<file path="src/sha1_message_digest_top_defines.svh">
// Assertion macros shared by the SHA-1 digest engine modules.
// Needs clk and rst_n in the scope of each use.
`ifndef SHA1_MESSAGE_DIGEST_TOP_DEFINES_SVH
`define SHA1_MESSAGE_DIGEST_TOP_DEFINES_SVH

// Same-cycle implication, checked outside reset.
`define SHA1MD_ASSERT_NOW(label, ante, cons) \
  label: assert property (@(posedge clk) disable iff (!rst_n) (ante) |-> (cons)) \
    else $error("sha1md: same-cycle check failed");

// Next-cycle implication, checked outside reset.
`define SHA1MD_ASSERT_NXT(label, ante, cons) \
  label: assert property (@(posedge clk) disable iff (!rst_n) (ante) |=> (cons)) \
    else $error("sha1md: next-cycle check failed");

`endif

</file>
<file path="src/sha1md_pkg.sv">
// Shared types and constants of the SHA-1 digest engine.
// No dependencies; imported by the controller, datapath and top level.
package sha1md_pkg;

  localparam int unsigned RND_W = 7;
  localparam logic [RND_W-1:0] LAST_ROUND = 7'd79;
  localparam logic [RND_W-1:0] PHASE1_START = 7'd20;
  localparam logic [RND_W-1:0] PHASE2_START = 7'd40;
  localparam logic [RND_W-1:0] PHASE3_START = 7'd60;

  localparam logic [5:0] FILL_LAST = 6'd63;
  localparam logic [5:0] FILL_LEN_START = 6'd56;
  localparam logic [2:0] LAST_WORD_NUM = 3'd4;

  localparam logic [31:0] H_INIT [5] = '{
    32'h67452301, 32'hEFCDAB89, 32'h98BADCFE, 32'h10325476, 32'hC3D2E1F0
  };

  localparam logic [31:0] K_PH0 = 32'h5A827999;
  localparam logic [31:0] K_PH1 = 32'h6ED9EBA1;
  localparam logic [31:0] K_PH2 = 32'h8F1BBCDC;
  localparam logic [31:0] K_PH3 = 32'hCA62C1D6;

  localparam logic [7:0] PAD_MARK = 8'h80;

  typedef enum logic [1:0] {
    PH_CH  = 2'd0,
    PH_XOR = 2'd1,
    PH_MAJ = 2'd2,
    PH_XR2 = 2'd3
  } phase_t;

  typedef enum logic [1:0] {
    BSEL_IN   = 2'd0,
    BSEL_MARK = 2'd1,
    BSEL_ZERO = 2'd2,
    BSEL_LEN  = 2'd3
  } bsel_t;

  typedef struct packed {
    logic       byte_wr;
    bsel_t      bsel;
    logic       init_work;
    logic       round_en;
    phase_t     phase;
    logic       add_en;
    logic       emit;
    logic [2:0] emit_num;
    logic       reinit;
  } sha1md_cmd_t;

  typedef struct packed {
    logic [5:0] fill;
    logic       out_free;
  } sha1md_stat_t;

endpackage

</file>
<file path="src/sha1_message_digest_top.sv">
// SHA-1 digest engine: one message byte a cycle when in_ready, 5 digest words out.
// Every 64th byte holds input off while the 80 rounds run in one shared round unit
// and the chaining add follows. At end of message the pad bytes are written and
// each padded block compressed; words then go out one a cycle as out_ready allows.
// Reset (rst_n low, synchronous) loads the initial hash, clears count and control;
// the block buffer is not cleared and needs no clearing pass.
module sha1_message_digest_top import sha1md_pkg::*; (
  input  logic        clk,
  input  logic        rst_n,
  input  logic        in_valid,
  output logic        in_ready,
  input  logic [7:0]  in_message_byte,
  input  logic        in_byte_present,
  input  logic        in_end_of_message,
  output logic        out_valid,
  input  logic        out_ready,
  output logic [31:0] out_digest_word,
  output logic [2:0]  out_word_number,
  output logic        out_last_word
);

  // Command and status between the controller and the datapath.
  sha1md_cmd_t  cmd;
  sha1md_stat_t stat;

  // Sequence the word intake, block compression, padding and digest output.
  sha1md_ctrl u_ctrl (
    .clk               (clk),
    .rst_n             (rst_n),
    .in_valid          (in_valid),
    .in_ready          (in_ready),
    .in_byte_present   (in_byte_present),
    .in_end_of_message (in_end_of_message),
    .stat              (stat),
    .cmd               (cmd)
  );

  // Hold the block, run the rounds and register each digest word for output;
  // the result register lets the next message start while a word waits.
  sha1md_datapath u_dp (
    .clk       (clk),
    .rst_n     (rst_n),
    .cmd       (cmd),
    .stat      (stat),
    .in_byte   (in_message_byte),
    .out_valid (out_valid),
    .out_ready (out_ready),
    .out_word  (out_digest_word),
    .out_num   (out_word_number),
    .out_last  (out_last_word)
  );

endmodule

</file>
<file path="src/sha1md_datapath.sv">
// Datapath of the SHA-1 digest engine: block shift line, round logic,
// chaining words, byte count and result register. Uses sha1md_pkg.
module sha1md_datapath import sha1md_pkg::*; (
  input  logic         clk,
  input  logic         rst_n,
  input  sha1md_cmd_t  cmd,
  output sha1md_stat_t stat,
  input  logic [7:0]   in_byte,
  output logic         out_valid,
  input  logic         out_ready,
  output logic [31:0]  out_word,
  output logic [2:0]   out_num,
  output logic         out_last
);

`include "sha1_message_digest_top_defines.svh"

  // Block buffer doubles as the 16-word schedule window: word 0 is w[t].
  logic [511:0] block_r;
  logic [5:0]   fill_r;
  logic [63:0]  total_r;
  logic [31:0]  h_r [5];
  logic [31:0]  a_r, b_r, c_r, d_r, e_r;
  logic         out_valid_r;
  logic [31:0]  out_word_r;
  logic [2:0]   out_num_r;
  logic         out_last_r;

  logic [31:0]  w_t, w_mix, w_new, f_val, k_val, t_val;
  logic [63:0]  len_bits;
  logic [2:0]   len_idx;
  logic [7:0]   len_byte, wr_byte;

  always_comb begin
    w_t   = block_r[511:480];
    w_mix = block_r[95:64] ^ block_r[255:224] ^ block_r[447:416] ^ block_r[511:480];
    w_new = {w_mix[30:0], w_mix[31]};
    case (cmd.phase)
      PH_CH: begin
        f_val = (b_r & c_r) | (~b_r & d_r);
        k_val = K_PH0;
      end
      PH_XOR: begin
        f_val = b_r ^ c_r ^ d_r;
        k_val = K_PH1;
      end
      PH_MAJ: begin
        f_val = (b_r & c_r) | (b_r & d_r) | (c_r & d_r);
        k_val = K_PH2;
      end
      default: begin
        f_val = b_r ^ c_r ^ d_r;
        k_val = K_PH3;
      end
    endcase
    t_val = {a_r[26:0], a_r[31:27]} + f_val + e_r + k_val + w_t;
  end

  // Length bytes go out most significant first at fill 56..63.
  always_comb begin
    len_bits = {total_r[60:0], 3'b000};
    len_idx  = 3'd7 - fill_r[2:0];
    len_byte = len_bits[{len_idx, 3'b000} +: 8];
    case (cmd.bsel)
      BSEL_IN:   wr_byte = in_byte;
      BSEL_MARK: wr_byte = PAD_MARK;
      BSEL_ZERO: wr_byte = 8'h00;
      BSEL_LEN:  wr_byte = len_byte;
      default:   wr_byte = 8'h00;
    endcase
  end

  always_ff @(posedge clk) begin
    if (cmd.byte_wr) begin
      block_r <= {block_r[503:0], wr_byte};
    end else if (cmd.round_en) begin
      block_r <= {block_r[479:0], w_new};
    end
    if (cmd.init_work) begin
      a_r <= h_r[0];
      b_r <= h_r[1];
      c_r <= h_r[2];
      d_r <= h_r[3];
      e_r <= h_r[4];
    end else if (cmd.round_en) begin
      a_r <= t_val;
      b_r <= a_r;
      c_r <= {b_r[1:0], b_r[31:2]};
      d_r <= c_r;
      e_r <= d_r;
    end
    if (cmd.emit) begin
      out_word_r <= h_r[cmd.emit_num];
      out_num_r  <= cmd.emit_num;
      out_last_r <= (cmd.emit_num == LAST_WORD_NUM);
    end
  end

  always_ff @(posedge clk) begin
    if (!rst_n) begin
      fill_r      <= '0;
      total_r     <= '0;
      out_valid_r <= 1'b0;
      for (int i = 0; i < 5; i++) h_r[i] <= H_INIT[i];
    end else begin
      if (cmd.byte_wr) fill_r <= fill_r + 6'd1;
      if (cmd.reinit) begin
        total_r <= '0;
        for (int i = 0; i < 5; i++) h_r[i] <= H_INIT[i];
      end else begin
        if (cmd.byte_wr && (cmd.bsel == BSEL_IN)) total_r <= total_r + 64'd1;
        if (cmd.add_en) begin
          h_r[0] <= h_r[0] + a_r;
          h_r[1] <= h_r[1] + b_r;
          h_r[2] <= h_r[2] + c_r;
          h_r[3] <= h_r[3] + d_r;
          h_r[4] <= h_r[4] + e_r;
        end
      end
      if (cmd.emit) out_valid_r <= 1'b1;
      else if (out_ready) out_valid_r <= 1'b0;
    end
  end

  assign stat.fill     = fill_r;
  assign stat.out_free = !out_valid_r || out_ready;
  assign out_valid     = out_valid_r;
  assign out_word      = out_word_r;
  assign out_num       = out_num_r;
  assign out_last      = out_last_r;

  `SHA1MD_ASSERT_NXT(a_reinit_clears, cmd.reinit, (total_r == '0) && (fill_r == '0))
  `SHA1MD_ASSERT_NOW(a_no_wr_in_round, cmd.round_en, !cmd.byte_wr && !cmd.emit)

endmodule

</file>
<file path="src/sha1md_ctrl.sv">
// Controller of the SHA-1 digest engine: accept, compress, pad, emit.
// Uses sha1md_pkg; drives the datapath through sha1md_cmd_t.
module sha1md_ctrl import sha1md_pkg::*; (
  input  logic         clk,
  input  logic         rst_n,
  input  logic         in_valid,
  output logic         in_ready,
  input  logic         in_byte_present,
  input  logic         in_end_of_message,
  input  sha1md_stat_t stat,
  output sha1md_cmd_t  cmd
);

`include "sha1_message_digest_top_defines.svh"

  typedef enum logic [4:0] {
    ST_IDLE  = 5'b00001,
    ST_COMP  = 5'b00010,
    ST_FINAL = 5'b00100,
    ST_PAD   = 5'b01000,
    ST_EMIT  = 5'b10000
  } state_t;

  state_t           state_r, state_nxt;
  logic [RND_W-1:0] rnd_r, rnd_nxt;
  logic [2:0]       wcnt_r, wcnt_nxt;
  logic             pad_r, pad_nxt;
  logic             first_r, first_nxt;
  logic             len_ok_r, len_ok_nxt;
  logic             eom_pend_r, eom_pend_nxt;
  logic             fill_full;

  assign fill_full = (stat.fill == FILL_LAST);

  always_comb begin
    state_nxt    = state_r;
    rnd_nxt      = rnd_r;
    wcnt_nxt     = wcnt_r;
    pad_nxt      = pad_r;
    first_nxt    = first_r;
    len_ok_nxt   = len_ok_r;
    eom_pend_nxt = eom_pend_r;
    cmd          = '0;
    cmd.bsel     = BSEL_IN;
    cmd.emit_num = wcnt_r;
    in_ready     = 1'b0;
    if (rnd_r < PHASE1_START)      cmd.phase = PH_CH;
    else if (rnd_r < PHASE2_START) cmd.phase = PH_XOR;
    else if (rnd_r < PHASE3_START) cmd.phase = PH_MAJ;
    else                           cmd.phase = PH_XR2;
    case (state_r)
      ST_IDLE: begin
        in_ready = 1'b1;
        if (in_valid) begin
          cmd.byte_wr = in_byte_present;
          if (in_byte_present && fill_full) begin
            cmd.init_work = 1'b1;
            eom_pend_nxt  = in_end_of_message;
            state_nxt     = ST_COMP;
          end else if (in_end_of_message) begin
            pad_nxt    = 1'b1;
            first_nxt  = 1'b1;
            len_ok_nxt = 1'b0;
            state_nxt  = ST_PAD;
          end
        end
      end
      ST_PAD: begin
        cmd.byte_wr = 1'b1;
        if (first_r) begin
          cmd.bsel   = BSEL_MARK;
          first_nxt  = 1'b0;
          len_ok_nxt = (stat.fill < FILL_LEN_START);
        end else if (len_ok_r && (stat.fill >= FILL_LEN_START)) begin
          cmd.bsel = BSEL_LEN;
        end else begin
          cmd.bsel = BSEL_ZERO;
        end
        if (fill_full) begin
          cmd.init_work = 1'b1;
          state_nxt     = ST_COMP;
        end
      end
      ST_COMP: begin
        cmd.round_en = 1'b1;
        if (rnd_r == LAST_ROUND) begin
          rnd_nxt   = '0;
          state_nxt = ST_FINAL;
        end else begin
          rnd_nxt = rnd_r + 7'd1;
        end
      end
      ST_FINAL: begin
        cmd.add_en = 1'b1;
        if (pad_r) begin
          if (len_ok_r) begin
            wcnt_nxt  = '0;
            state_nxt = ST_EMIT;
          end else begin
            len_ok_nxt = 1'b1;
            state_nxt  = ST_PAD;
          end
        end else if (eom_pend_r) begin
          eom_pend_nxt = 1'b0;
          pad_nxt      = 1'b1;
          first_nxt    = 1'b1;
          len_ok_nxt   = 1'b0;
          state_nxt    = ST_PAD;
        end else begin
          state_nxt = ST_IDLE;
        end
      end
      ST_EMIT: begin
        if (stat.out_free) begin
          cmd.emit = 1'b1;
          if (wcnt_r == LAST_WORD_NUM) begin
            cmd.reinit = 1'b1;
            pad_nxt    = 1'b0;
            state_nxt  = ST_IDLE;
          end else begin
            wcnt_nxt = wcnt_r + 3'd1;
          end
        end
      end
      default: begin
        state_nxt = ST_IDLE;
      end
    endcase
  end

  always_ff @(posedge clk) begin
    if (!rst_n) begin
      state_r    <= ST_IDLE;
      rnd_r      <= '0;
      wcnt_r     <= '0;
      pad_r      <= 1'b0;
      first_r    <= 1'b0;
      len_ok_r   <= 1'b0;
      eom_pend_r <= 1'b0;
    end else begin
      state_r    <= state_nxt;
      rnd_r      <= rnd_nxt;
      wcnt_r     <= wcnt_nxt;
      pad_r      <= pad_nxt;
      first_r    <= first_nxt;
      len_ok_r   <= len_ok_nxt;
      eom_pend_r <= eom_pend_nxt;
    end
  end

  `SHA1MD_ASSERT_NOW(a_rnd_only_comp, rnd_r != '0, state_r == ST_COMP)
  `SHA1MD_ASSERT_NXT(a_last_round, (state_r == ST_COMP) && (rnd_r == LAST_ROUND), state_r == ST_FINAL)
  `SHA1MD_ASSERT_NXT(a_init_then_comp, cmd.init_work, (state_r == ST_COMP) && (rnd_r == '0))
  `SHA1MD_ASSERT_NXT(a_emit_hold, (state_r == ST_EMIT) && !stat.out_free, $stable(wcnt_r))

endmodule

</file>
<file path="config.mk">
export PLATFORM = sky130hd
export DESIGN_NAME = sha1_message_digest_top
export DESIGN_NICKNAME = d
export VERILOG_FILES = /design/src/sha1md_pkg.sv /design/src/sha1_message_digest_top.sv /design/src/sha1md_datapath.sv /design/src/sha1md_ctrl.sv
export VERILOG_INCLUDE_DIRS = /design/src /design/src/src
export SDC_FILE = /design/constraint.sdc
export NUM_CORES = 2
export LEC_CHECK = 0
export BUFFER_PORTS_ARGS = -buffer_cell sky130_fd_sc_hd__buf_2
export CORE_MARGIN = 2
export CORE_UTILIZATION = 25
export DETAILED_ROUTE_END_ITERATION = 8
export GPL_ROUTABILITY_DRIVEN = 0
export MAX_ROUTING_LAYER = met4
export PLACE_DENSITY = 0.41
export REMOVE_ABC_BUFFERS = 1
export SLEW_MARGIN = 10
export SYNTH_ARGS = -nofsm -noshare
export SYNTH_HDL_FRONTEND = slang
export SYNTH_SLANG_ARGS = --single-unit
</file>
<file path="constraint.sdc">
create_clock -name clk -period 31.6 [get_ports clk]
set_input_delay 3.16 -clock clk [delete_from_list [all_inputs] [get_ports clk]]
set_output_delay 3.16 -clock clk [all_outputs]
set_load 0.005 [all_outputs]
</file>
==> flow_metrics.tcl <==
set metrics [dict create \
    cts_tree "done" \
    ant_nets 0 \
    powerDensity_nw_per_um2 59.8 \
    cts_setup_buffers 0 \
    hp-class "flip-flop to flip-flop" \
    synthDistinctLibCells 87 \
    slew_violations 0 \
    worst_pin_slew_ns 1.23 \
    outcome "complete, no violations" \
    critical_path_class "flip-flop to flip-flop" \
    firstDrtPassIters 5 \
    crit_chain "o21ai_0 > nor2b_1 > inv_1 > ha_1 > a22oi_1 > o21ai_0 > fa_1 > inv_1 > fa_1 > fa_1 > inv_1 > ha_1 > inv_1 > fa_1 > nor2b_4 > o31a_1 > o31a_2 > a31o_4 > a311oi_4 > o22ai_2 > or4_1 > a31oi_2 > xor2_1 > o21ai_1" \
    grt_max_degree 210 \
    synth_edf_count 868 \
    fmax_ghz 0.133 \
    antenna_found_initial 4 \
    fin_nets 5764 \
    start_kind "flip-flop" \
    synthArstFlopShare_pct 0 \
    critPathCaptureType "flip-flop" \
    layout_commonest_cell "nand2_1" \
    crit_start "u_ctrl.rnd_r[4]" \
    synth_warnings 0 \
    max_stage_delay_ns 0.72 \
    irDropWorstVdd_uv 52.6 \
    crit_buf_inv 4 \
    cpMaxStageDelayCell "nor2b_1" \
    relSlewSlack_pct 16.9 \
    hold_path_startpoint "u_dp.total_r[16]" \
    finalSetupViolCount 0 \
    ios 52 \
    portBuffers 51 \
    cts_buffers 114 \
    crit_fanout 14 \
    viasPerCell 4.57 \
    cp_top_family "adder cells" \
    drv_cap 0 \
    synth_area_um2 54000 \
    finalCritPeriodShare_pct 23.9 \
    rows 170 \
    drt-wirelength-per-cell_um 19.3 \
    hold_viol 0 \
    root_buffer "clkbuf_16" \
    drt-initial-drc-count 2630 \
    htreeDepth 3 \
    critical_path_required_ns 32.08 \
    track_usage_pct 15.0 \
    syn_inst 5436 \
    finalWirelength_um 161000 \
    period_minus_slack_ns 7.54 \
    final_cell_mix "nand2_1, edfxtp_1, nor2_1, inv_1, ha_1" \
    num_vias 38248 \
    arrival_ns 8.02 \
    die_area_um2 220000 \
    clk_path_buf_depth 3 \
    drc_errors 0 \
    layout-drive-gt1-share_pct 7.46 \
    rsz0062_at_grt "false" \
    fp.dieW_um 469 \
    p_leak_nw 23.9 \
    fillers 22496 \
    postCtsHoldBufs 0 \
    reg2reg_from "u_ctrl.rnd_r[4]" \
    numClockSinks 955 \
    whs_ns 0.497 \
    synth_area_per_cell_um2 9.94 \
    ys.flop_type "edfxtp_1" \
    finClkSkew_ns 0.0510 \
    path_clk_slew_ns 0.06 \
    area_delta_synth_final_pct 13.1 \
    dp_hpwl_um 112000 \
    ys_ff_latch 955 \
    initial_utilization_pct 25.2 \
    die_y_um 469 \
    yosysSeqAreaShare_pct 51.5 \
    overflow 0 \
    cts_resized 0 \
    grt_pass1_wl_um 244000 \
    clk_latency_ns 0.78 \
    fin_setup_tns_ns 0 \
    core-area_um2 215000 \
    grt_pass1_vias 38474 \
]
==> worst reg2reg max path: cells and delay by family (launching register included) <==
family          cells  cell delay [ns]
flops               1             0.37
xor+xnor            1             0.16
simple gates        3             1.23
fa+ha+maj           6             2.53
compound gates     10             2.43
buf+inv             4             0.54
==> per-stage QoR <==
step | util [%] | instances | area [um^2] | setup WS, ns | total power [mW]
global placement | 26.8 | 8145 | 57400 | 23.74 | 2.37
CTS | 28.5 | 8362 | 61100 | 24.01 | 3.72
detailed placement | 26.8 | 8145 | 57400 | 23.76 | 2.37
global route | 28.5 | 8363 | 61100 | 23.61 | 3.86
floorplan | - | 5215 | 53200 | -41.75 | 2.47
finish | 28.5 | 8365 | 61100 | 24.06 | 3.66
==> sequential cells by signal, summed over array words and instances, names as in the netlist <==
register           flops
u_dp.block_r         512
u_dp.h_r             160
u_dp.total_r          61
u_dp.a_r              32
u_dp.b_r              32
u_dp.c_r              32
u_dp.d_r              32
u_dp.e_r              32
u_dp.out_word         32
u_ctrl.rnd_r           7
u_dp.fill_r            6
u_ctrl.state_r         5
u_ctrl.wcnt_r          3
u_dp.out_num           3
u_ctrl.eom_pend_r      1
u_ctrl.first_r         1
u_ctrl.len_ok_r        1
u_ctrl.pad_r           1
u_dp.out_last          1
u_dp.out_valid         1
==> final cells by class <==
cell class	count	area, um^2	share of cell area [%]
antenna	3	7.51	0.0123
timing repair buffer	92	613	1.00
clock inverter	67	648	1.06
inverter	229	860	1.41
tap	2838	3550	5.81
multi-input combinational	4031	24600	40.3
sequential	955	27800	45.5
clock buffer	150	3040	4.97
==> layer usage <==
metal | global-route usage, % | wire [um] | vias up
li1 | - | - | 18554
met1 | 20.4 | 77700 | 18953
met2 | 23.8 | 75400 | 551
met3 | 1.66 | 4860 | 190
met4 | 3.32 | 3300 | 0
met5 | - | 0 | -
==> Yosys cell counts, types with 19 or more instances <==
| cell type | number | area [um^2] |
|---|---|---|
| nand2b_1 | 31 | 194 |
| a211oi_1 | 23 | 173 |
| a21oi_1 | 197 | 986 |
| nor2b_1 | 39 | 244 |
| and3_1 | 36 | 225 |
| mux4_2 | 45 | 1010 |
| dfxtp_1 | 87 | 1740 |
| o21ai_0 | 197 | 986 |
| o21bai_1 | 19 | 143 |
| inv_1 | 228 | 856 |
| a31oi_1 | 22 | 138 |
| clkbuf_1 | 198 | 743 |
| ha_1 | 202 | 2530 |
| nand2_1 | 2012 | 7550 |
| fa_1 | 125 | 2500 |
| or3_1 | 23 | 144 |
| a22oi_1 | 27 | 203 |
| o21a_1 | 33 | 248 |
| and2_1 | 22 | 138 |
| xnor2_1 | 189 | 1660 |
| nand3_1 | 55 | 275 |
| edfxtp_1 | 868 | 26100 |
| nor2_1 | 232 | 871 |
| nor3_1 | 35 | 175 |
| nand4_1 | 21 | 131 |
| mux2_2 | 65 | 732 |
| xor2_1 | 125 | 1090 |
| a21o_1 | 82 | 616 |
==> cells by family after synthesis <==
| group | after synthesis | synth area share [%] |
|---|---|---|
| AOI/OAI and AO/OA | 719 | 8.46 |
| xor gates and xnor gates | 314 | 5.09 |
| buffers and inverters | 450 | 3.16 |
| and+or+nand+nor | 2549 | 19.1 |
| muxes | 122 | 3.45 |
| adders and majority gates | 327 | 9.31 |
| DFF | 955 | 51.5 |
==> report_power, final <==
group | internal, mW | total, mW | switching [mW]
Clock | 0.744 | 1.33 | 0.581
Combinational | 0.207 | 0.621 | 0.414
Sequential | 1.61 | 1.71 | 0.0971
Total | 2.57 | 3.66 | 1.09
==> path summary, 6_finish.rpt <==
kind                            slack (ns)  cells past startpoint                to
worst min register to register        0.50                      2  u_dp.total_r[16]
worst min-delay path                  0.50                      2  u_dp.total_r[16]
worst max register to register       24.06                     24      u_dp.a_r[29]
worst max-delay path                 24.06                     24      u_dp.a_r[29]
(Power assumes the default switching activity.)
